===== src/rtl/wflt_pkg.sv =====
// Shared types, codes and frame helpers for the anemometer frame transmitter.
package wflt_pkg;

    localparam int SPEED_W   = 14;
    localparam int DIR_W     = 4;
    localparam int UNITS_W   = 12;
    localparam int NUM_W     = 28;
    localparam int FRAME_W   = 41;

    // Speed conversion: units = floor((s * 12573 + 22500) / 45000), saturated.
    // The divide by 45000 is a shift by 3 and a reciprocal multiply for 5625.
    localparam logic [13:0] SPEED_MUL   = 14'd12573;
    localparam logic [14:0] SPEED_ROUND = 15'd22500;
    localparam logic [25:0] RECIP_5625  = 26'd48867184;
    localparam int          RECIP_SHIFT = 38;
    localparam logic [UNITS_W-1:0] UNITS_MAX = 12'hFFF;

    typedef enum logic [1:0] {
        CTL_DISABLED = 2'd0,
        CTL_START    = 2'd1,
        CTL_SAMPLING = 2'd2,
        CTL_SENDING  = 2'd3
    } ctl_state_t;

    typedef enum logic [2:0] {
        EV_LEVEL        = 3'd0,
        EV_START_SAMPLE = 3'd1,
        EV_ABORT        = 3'd2,
        EV_FRAME_START  = 3'd3,
        EV_FRAME_END    = 3'd4,
        EV_SAMPLE_END   = 3'd5,
        EV_BIT          = 3'd6
    } event_t;

    typedef enum logic {
        BK_IDLE  = 1'b0,
        BK_FRAME = 1'b1
    } back_state_t;

    // One job from the front to the back: a single event or a whole frame.
    typedef struct packed {
        logic                is_frame;
        logic                line;
        event_t              ev;
        logic                en_high;
        logic [UNITS_W-1:0]  speed;
        logic [DIR_W-1:0]    dir;
    } cmd_t;

    // Frame bits in send order, bit 0 goes out first.
    function automatic logic [FRAME_W-1:0] frame_bits(input logic [UNITS_W-1:0] sp,
                                                      input logic [DIR_W-1:0] dr);
        logic [3:0] sum;
        sum = dr + sp[3:0] + sp[7:4] + sp[11:8];
        return {~sp, ~dr, sum, sp, dr, 5'b00100};
    endfunction

endpackage


===== src/rtl/wflt_cmd_fifo.sv =====
// Two-entry job queue between the front and the back.
module wflt_cmd_fifo (
    input  logic          clk,
    input  logic          rst_n,
    input  logic          push,
    input  wflt_pkg::cmd_t push_cmd,
    output logic          full,
    input  logic          pop,
    output logic          cmd_valid,
    output wflt_pkg::cmd_t cmd
);
    import wflt_pkg::*;

    cmd_t       mem [2];
    logic       wr_ptr_reg, wr_ptr_next;
    logic       rd_ptr_reg, rd_ptr_next;
    logic [1:0] count_reg, count_next;

    assign full      = (count_reg == 2'd2);
    assign cmd_valid = (count_reg != 2'd0);
    assign cmd       = mem[rd_ptr_reg];

    always_comb
    begin
        wr_ptr_next = push ? ~wr_ptr_reg : wr_ptr_reg;
        rd_ptr_next = pop ? ~rd_ptr_reg : rd_ptr_reg;
        count_next  = count_reg + {1'b0, push} - {1'b0, pop};
    end

    always_ff @(posedge clk)
    begin
        if (push)
        begin
            mem[wr_ptr_reg] <= push_cmd;
        end
    end

    always_ff @(posedge clk or negedge rst_n)
    begin
        if (!rst_n)
        begin
            wr_ptr_reg <= 1'b0;
            rd_ptr_reg <= 1'b0;
            count_reg  <= 2'd0;
        end
        else
        begin
            wr_ptr_reg <= wr_ptr_next;
            rd_ptr_reg <= rd_ptr_next;
            count_reg  <= count_next;
        end
    end

endmodule


===== src/rtl/wflt_front.sv =====
// Front part: accepts items, runs the enable-line control and issues jobs.
module wflt_front (
    input  logic                          clk,
    input  logic                          rst_n,
    input  logic                          s_tvalid,
    output logic                          s_tready,
    input  logic                          kind,
    input  logic                          enable_high,
    input  logic [wflt_pkg::SPEED_W-1:0]  wind_speed_mph,
    input  logic [wflt_pkg::DIR_W-1:0]    wind_direction,
    input  logic                          q_full,
    output logic                          push,
    output wflt_pkg::cmd_t                push_cmd
);
    import wflt_pkg::*;

    ctl_state_t           state_reg, state_next;
    logic [NUM_W-1:0]     num_reg, num_next;
    logic [DIR_W-1:0]     dir_reg, dir_next;
    logic                 acc;
    logic                 tick;
    logic                 done;
    logic [NUM_W-1:0]     num_calc;
    logic [50:0]          recip_prod;
    logic [12:0]          quot;
    logic [UNITS_W-1:0]   units;

    assign s_tready = ~q_full;
    assign acc      = s_tvalid & s_tready;
    assign tick     = acc & ~kind;
    assign done     = acc & kind;

    // Scaled numerator of the speed conversion, kept until the sending tick.
    assign num_calc = NUM_W'(wind_speed_mph) * NUM_W'(SPEED_MUL) + NUM_W'(SPEED_ROUND);

    // Quotient by 45000: drop three bits, then the reciprocal of 5625.
    assign recip_prod = num_reg[NUM_W-1:3] * RECIP_5625;
    assign quot       = recip_prod[50:RECIP_SHIFT];
    assign units      = quot[12] ? UNITS_MAX : quot[UNITS_W-1:0];

    always_comb
    begin
        state_next = state_reg;
        if (done)
        begin
            if (state_reg == CTL_SAMPLING)
            begin
                state_next = CTL_SENDING;
            end
        end
        else if (tick)
        begin
            unique case (state_reg)
                CTL_DISABLED: if (!enable_high) state_next = CTL_START;
                CTL_START:    state_next = CTL_SAMPLING;
                CTL_SAMPLING: if (enable_high) state_next = CTL_DISABLED;
                CTL_SENDING:  state_next = enable_high ? CTL_DISABLED : CTL_START;
                default:      state_next = CTL_DISABLED;
            endcase
        end
    end

    always_comb
    begin
        push              = 1'b0;
        push_cmd.is_frame = 1'b0;
        push_cmd.line     = 1'b0;
        push_cmd.ev       = EV_LEVEL;
        push_cmd.en_high  = enable_high;
        push_cmd.speed    = units;
        push_cmd.dir      = dir_reg;
        num_next          = num_reg;
        dir_next          = dir_reg;
        if (done && state_reg == CTL_SAMPLING)
        begin
            num_next = num_calc;
            dir_next = wind_direction;
        end
        if (tick)
        begin
            unique case (state_reg)
                CTL_DISABLED:
                begin
                    push = ~enable_high;
                end
                CTL_START:
                begin
                    push        = 1'b1;
                    push_cmd.ev = EV_START_SAMPLE;
                end
                CTL_SAMPLING:
                begin
                    push          = enable_high;
                    push_cmd.ev   = EV_ABORT;
                    push_cmd.line = 1'b1;
                end
                CTL_SENDING:
                begin
                    push              = 1'b1;
                    push_cmd.is_frame = 1'b1;
                end
                default:
                begin
                    push = 1'b0;
                end
            endcase
        end
    end

    always_ff @(posedge clk)
    begin
        num_reg <= num_next;
        dir_reg <= dir_next;
    end

    always_ff @(posedge clk or negedge rst_n)
    begin
        if (!rst_n)
        begin
            state_reg <= CTL_DISABLED;
        end
        else
        begin
            state_reg <= state_next;
        end
    end

endmodule


===== src/rtl/wflt_back.sv =====
// Back part: turns jobs into result items, one per cycle while the output is free, through an output register.
module wflt_back #(
    parameter int TRAILER_LOW_BITS = 10
) (
    input  logic           clk,
    input  logic           rst_n,
    input  logic           cmd_valid,
    input  wflt_pkg::cmd_t cmd,
    output logic           pop,
    output logic           m_tvalid,
    input  logic           m_tready,
    output logic           line_level,
    output logic [2:0]     event_code,
    output logic           last
);
    import wflt_pkg::*;

    // Frame start, frame bits, trailer bits, frame end, sample end.
    localparam int NRES     = FRAME_W + TRAILER_LOW_BITS + 3;
    localparam int CW       = $clog2(NRES);
    localparam logic [CW-1:0] END_IDX  = CW'(NRES - 2);
    localparam logic [CW-1:0] LAST_IDX = CW'(NRES - 1);

    back_state_t        state_reg, state_next;
    logic [CW-1:0]      cnt_reg, cnt_next;
    logic [FRAME_W-1:0] shift_reg, shift_next;
    logic               en_reg, en_next;
    logic               valid_reg, valid_next;
    logic               line_reg, line_next;
    event_t             ev_reg, ev_next;
    logic               last_reg, last_next;
    logic               out_free;
    logic               load;

    assign out_free   = ~valid_reg | m_tready;
    assign m_tvalid   = valid_reg;
    assign line_level = line_reg;
    assign event_code = ev_reg;
    assign last       = last_reg;

    always_comb
    begin
        state_next = state_reg;
        unique case (state_reg)
            BK_IDLE:
            begin
                if (cmd_valid && out_free && cmd.is_frame)
                begin
                    state_next = BK_FRAME;
                end
            end
            BK_FRAME:
            begin
                if (out_free && cnt_reg == LAST_IDX)
                begin
                    state_next = BK_IDLE;
                end
            end
            default: state_next = BK_IDLE;
        endcase
    end

    always_comb
    begin
        pop        = 1'b0;
        load       = 1'b0;
        line_next  = line_reg;
        ev_next    = ev_reg;
        last_next  = last_reg;
        shift_next = shift_reg;
        cnt_next   = cnt_reg;
        en_next    = en_reg;
        unique case (state_reg)
            BK_IDLE:
            begin
                if (cmd_valid && out_free)
                begin
                    pop  = 1'b1;
                    load = 1'b1;
                    if (cmd.is_frame)
                    begin
                        line_next  = 1'b0;
                        ev_next    = EV_FRAME_START;
                        last_next  = 1'b0;
                        shift_next = frame_bits(cmd.speed, cmd.dir);
                        cnt_next   = CW'(1);
                        en_next    = cmd.en_high;
                    end
                    else
                    begin
                        line_next = cmd.line;
                        ev_next   = cmd.ev;
                        last_next = 1'b1;
                    end
                end
            end
            BK_FRAME:
            begin
                if (out_free)
                begin
                    load     = 1'b1;
                    cnt_next = cnt_reg + CW'(1);
                    if (cnt_reg == LAST_IDX)
                    begin
                        line_next = en_reg;
                        ev_next   = EV_SAMPLE_END;
                        last_next = 1'b1;
                    end
                    else if (cnt_reg == END_IDX)
                    begin
                        // The line keeps the level of the last bit sent.
                        ev_next = EV_FRAME_END;
                    end
                    else
                    begin
                        // Zeros shift in behind the frame and form the trailer.
                        line_next  = ~shift_reg[0];
                        ev_next    = EV_BIT;
                        shift_next = shift_reg >> 1;
                    end
                end
            end
            default:
            begin
                load = 1'b0;
            end
        endcase
        if (load)
        begin
            valid_next = 1'b1;
        end
        else if (m_tready)
        begin
            valid_next = 1'b0;
        end
        else
        begin
            valid_next = valid_reg;
        end
    end

    always_ff @(posedge clk)
    begin
        shift_reg <= shift_next;
        en_reg    <= en_next;
        ev_reg    <= ev_next;
        last_reg  <= last_next;
        cnt_reg   <= cnt_next;
    end

    always_ff @(posedge clk or negedge rst_n)
    begin
        if (!rst_n)
        begin
            state_reg <= BK_IDLE;
            valid_reg <= 1'b0;
            line_reg  <= 1'b1;
        end
        else
        begin
            state_reg <= state_next;
            valid_reg <= valid_next;
            line_reg  <= line_next;
        end
    end

endmodule


===== src/rtl/wind_frame_line_transmitter_top.sv =====
// Anemometer frame transmitter: front control, job queue and serializing back end.
// A result item goes through the job queue and then the output register of the back end.
// Items are taken one per cycle while the queue is not full; a sending tick gives 44 +
// TRAILER_LOW_BITS items, one per cycle from that single register while m_tready is high.
// A two-job queue lets the front keep taking items while a frame is sent.
// Reset (rst_n, asynchronous, active low): control disabled, queue empty, line high.
module wind_frame_line_transmitter_top #(
    parameter int TRAILER_LOW_BITS = 10
) (
    input  logic        clk,
    input  logic        rst_n,
    input  logic        s_tvalid,
    output logic        s_tready,
    input  logic [23:0] s_tdata,   // enable_high, wind_speed_mph[13:0], wind_direction[3:0]
    input  logic [0:0]  s_tuser,   // kind
    output logic        m_tvalid,
    input  logic        m_tready,
    output logic [7:0]  m_tdata,   // line_level
    output logic [2:0]  m_tuser,   // event_code
    output logic        m_tlast
);
    import wflt_pkg::*;

    logic  q_full;
    logic  push;
    cmd_t  push_cmd;
    logic  pop;
    logic  cmd_valid;
    cmd_t  cmd;
    logic  line_level;

    assign m_tdata = {7'd0, line_level};

    wflt_front u_front (
        .clk            (clk),
        .rst_n          (rst_n),
        .s_tvalid       (s_tvalid),
        .s_tready       (s_tready),
        .kind           (s_tuser[0]),
        .enable_high    (s_tdata[0]),
        .wind_speed_mph (s_tdata[14:1]),
        .wind_direction (s_tdata[18:15]),
        .q_full         (q_full),
        .push           (push),
        .push_cmd       (push_cmd)
    );

    wflt_cmd_fifo u_fifo (
        .clk       (clk),
        .rst_n     (rst_n),
        .push      (push),
        .push_cmd  (push_cmd),
        .full      (q_full),
        .pop       (pop),
        .cmd_valid (cmd_valid),
        .cmd       (cmd)
    );

    wflt_back #(
        .TRAILER_LOW_BITS (TRAILER_LOW_BITS)
    ) u_back (
        .clk        (clk),
        .rst_n      (rst_n),
        .cmd_valid  (cmd_valid),
        .cmd        (cmd),
        .pop        (pop),
        .m_tvalid   (m_tvalid),
        .m_tready   (m_tready),
        .line_level (line_level),
        .event_code (m_tuser),
        .last       (m_tlast)
    );

endmodule


===== config.mk =====
export PLATFORM = sky130hd
export DESIGN_NAME = wind_frame_line_transmitter_top
export DESIGN_NICKNAME = d
export VERILOG_FILES = /design/src/rtl/wflt_pkg.sv /design/src/rtl/wflt_cmd_fifo.sv /design/src/rtl/wflt_front.sv /design/src/rtl/wflt_back.sv /design/src/rtl/wind_frame_line_transmitter_top.sv
export SDC_FILE = /design/constraint.sdc
export NUM_CORES = 1
export LEC_CHECK = 0
export BUFFER_PORTS_ARGS = -buffer_cell sky130_fd_sc_hd__buf_2
export CORE_MARGIN = 2
export CORE_UTILIZATION = 40
export DETAILED_ROUTE_END_ITERATION = 10
export GPL_TIMING_DRIVEN = 0
export MAX_ROUTING_LAYER = met4
export SYNTH_ARGS = -nofsm -noshare
export SYNTH_HDL_FRONTEND = slang
export SYNTH_SLANG_ARGS = --single-unit

===== constraint.sdc =====
create_clock -name clk -period 6.39 [get_ports clk]
set_input_delay 1.278 -clock clk [delete_from_list [all_inputs] [get_ports clk]]
set_output_delay 1.278 -clock clk [all_outputs]
set_load 0.01 [all_outputs]

==> flow_summary.toml <==
[setup_path]
crit_family = "adder cells"
cp-start-kind = "flop"
cpMostUsedCell = "fa_1"
path_cells = "buf_6, ha_4, fa_1, inv_2, fa_1, inv_1, fa_1, fa_1, fa_1, inv_1, fa_1, inv_2, ha_4, a21o_1, a211o_1, buf_4, a211oi_4, nand3_1, o211ai_1, buf_4, nor4_1, or3_1, a21o_1"
r2r_cells = 23
r2r_end = "u_fifo.mem[1][13]"
r2r-start = "u_front.num_reg[22]"
end_kind = "flop"
critical_path_class = "flop to flop"
ff2ff_setup_slack_ps = -80
cp.buffers_inverters = 7
critPathSlowestCell = "fa_1"
worstPathArrival_ps = 6660
required_ps = 6580
crit_fanout = 4
cpPeakStageDelay_ps = 580

[yosys]
syn_inst = 1909
synthMuxAreaShare_pct = 1.10
ys.flop_type = "edfxtp_1"
synth_commonest_cells = "570 x inv_1, 358 x ha_1, 314 x fa_1"
synth_adder_area_share_pct = 53.3
synth_top_family_by_area = "adder cells"
synthArstFlopShare_pct = 6.82
netlist-cell-type-count = 67
synth-compound-area-share_pct = 7.38
avgSynthCellArea_um2 = 10.6
synth-xor-area-share_pct = 2.43
ys_seq_area_share_pct = 19.4
synth_top_area_share_pct = 31.1
yosys_warnings = 0
synth.most_common_cell = "inv_1"
synth-edff-count = 123
synthTopCellsByArea = "fa_1 31%, ha_1 22%, edfxtp_1 18%"
syn_area_mm2 = 0.0202
ys_ff_latch = 132
yosys.area.top_type = "fa_1"
synth-simple-area-share_pct = 5.04

[final_layout]
utilization_pct = 46.9
fill_cells = 4621
largest_reg_flops = 42
nets = 2783
area_delta_synth_final_pct = 16.2
n_antenna_cell = 0
instances_no_fill = 2767
drive_gt1_share_pct = 15.1

[clocking]
cts_tree = "yes"
cts.sinks = 132
cts_inserted_buffers = 17
cts_root_buffer = "clkbuf_16"
clock_latency_ps = 450
clockBufferDepth = 2
clk_pin_slew_ps = 60
cts_hold_buf = 0
htreeDepth = 4

[worst_hold_path]
min_to = "u_fifo.mem[0][3]"
hold_class = "flop to flop"
hp-start = "u_front.dir_reg[3]"
whs_path_depth = 0

[routing]
dr_wl_met3_um = 945
drtIter0Drc = 493
post_drt_wl_per_cell_um = 15.9
drc = 0
top_layer = "met4"
drt-pass1-iter-count = 7
dr_wl_met2_um = 22000
vias = 13100
antenna_left = 0
wl_um = 43900
avgViaCountPerCell = 4.73
drt-met1-wl_um = 19600

[sta]
finalSetupViolCount = 14
layout_min_cycle_time_ps = 6470
clock.fmax_mhz = 155
setup_tns_ps = -358
max_slew_margin_pct = 48.8
worst_pin_slew_ps = 765
drv_slew = 0
finClkSkew_ps = 13.9
rsz0062_at_grt = "true"
worst_slack_ps = -78.9
fin_crit_sh_pct = 101
report.final.hold_viol_count = 0

[die]
ios = 43
coreArea_mm2 = 0.0500
dieArea_mm2 = 0.0523
rows = 82
fp.dieW_um = 229
start_util_pct = 40.4
dieHeight_um = 229

[placed_design]
place.gp.congestion = 0.931
dp.cells = 2624
dp_hpwl_um = 36900
port_buffers = 30

[outcome]
violations = "setup timing"
status = "finished, violations left"

[global_route]
grt_max_degree = 29
grt_overflow = 0
grt_pass1_wl_um = 72000
grt_pass1_vias = 14100
antenna_found_initial = 0
grt_use_total_pct = 18.0

[job]
maxCapViolCount = 0
==> cell families after synthesis <==
kind of cell               after synthesis
adders and majority gates              672
buffers and inverters                  594
AOI/OAI and AO/OA                      230
and+or+nand+nor                        204
DFF                                    132
xor gates and xnor gates                56
muxes                                   20
other                                    1
==> worst register-to-register path: stages, from the launching register on <==
cell	delay, ps
edfxtp_1	410
buf_6	160
ha_4	270
fa_1	590
inv_2	60
fa_1	510
inv_1	50
fa_1	520
fa_1	430
fa_1	520
inv_1	50
fa_1	500
inv_2	50
ha_4	260
a21o_1	160
a211o_1	320
buf_4	160
a211oi_4	160
nand3_1	100
o211ai_1	180
buf_4	150
nor4_1	60
or3_1	320
a21o_1	220
==> per-layer routing <==
metal | vias to the layer above | global-route usage (%)
met1 | 6474 | 22.5
met5 | - | -
met4 | 0 | 5.66
li1 | 6384 | -
met3 | 74 | 2.33
met2 | 163 | 30.4
==> area by class of cell <==
type / instances / area [µm²] / share of cell area [%]
clock buffer: 17 / 425 / 1.81
sequential: 132 / 3920 / 16.7
inverter: 570 / 2160 / 9.21
multi-input combinational: 1189 / 14600 / 62.3
tap: 672 / 841 / 3.58
timing repair buffer: 148 / 1150 / 4.92
clock inverter: 15 / 190 / 0.811
buffer: 24 / 140 / 0.597
==> cells in the final DEF, fill, tap and decap left out, drive strengths merged, types with 15 or more instances in the layout <==
| cell type | instances |
|---|---|
| nand2b | 16 |
| xnor2 | 41 |
| mux2 | 18 |
| ha | 358 |
| nand3 | 19 |
| xor2 | 15 |
| nand2 | 49 |
| o21ai | 39 |
| a21oi | 72 |
| fa | 314 |
| clkbuf | 28 |
| a21o | 50 |
| edfxtp | 123 |
| buf | 161 |
| nor2 | 51 |
| inv | 575 |
==> worst max-delay path by stage <==
stage	startpoint	end	slack, ps	cells after the start
finish	u_front.num_reg[22]	u_fifo.mem[1][13]	-80	23
global route	u_front.num_reg[10]	u_fifo.mem[1][14]	-310	23
CTS	u_front.num_reg[14]	u_fifo.mem[1][15]	0.8	23
detailed placement	u_front.num_reg[22]	u_fifo.mem[1][15]	-1170	21
global placement	u_front.num_reg[15]	u_fifo.mem[0][15]	-1150	23
floorplan	u_front.num_reg[14]	u_fifo.mem[0][15]	100	23
==> repair_timing <==
item	4_1_cts	5_1_grt
resized for setup	102	32
setup endpoints to repair	24	26
pin swaps	53	48
gates cloned	1	0
setup buffers	75	36
endpoints found under the hold margin	0	0
==> metrics by stage <==
stage | cell area (µm²) | hold WS (ps) | setup slack [ps]
floorplan | 20200 | 421 | 104
global route | 23500 | 449 | -306
global placement | 21200 | 430 | -1150
finish | 23500 | 437 | -78.9
detailed placement | 21300 | 437 | -1170
CTS | 23000 | 442 | 0.826
Power is left out: the tool's default activity adds up to more than one toggle a clock period on the data nets, which glitch-free logic cannot reach.
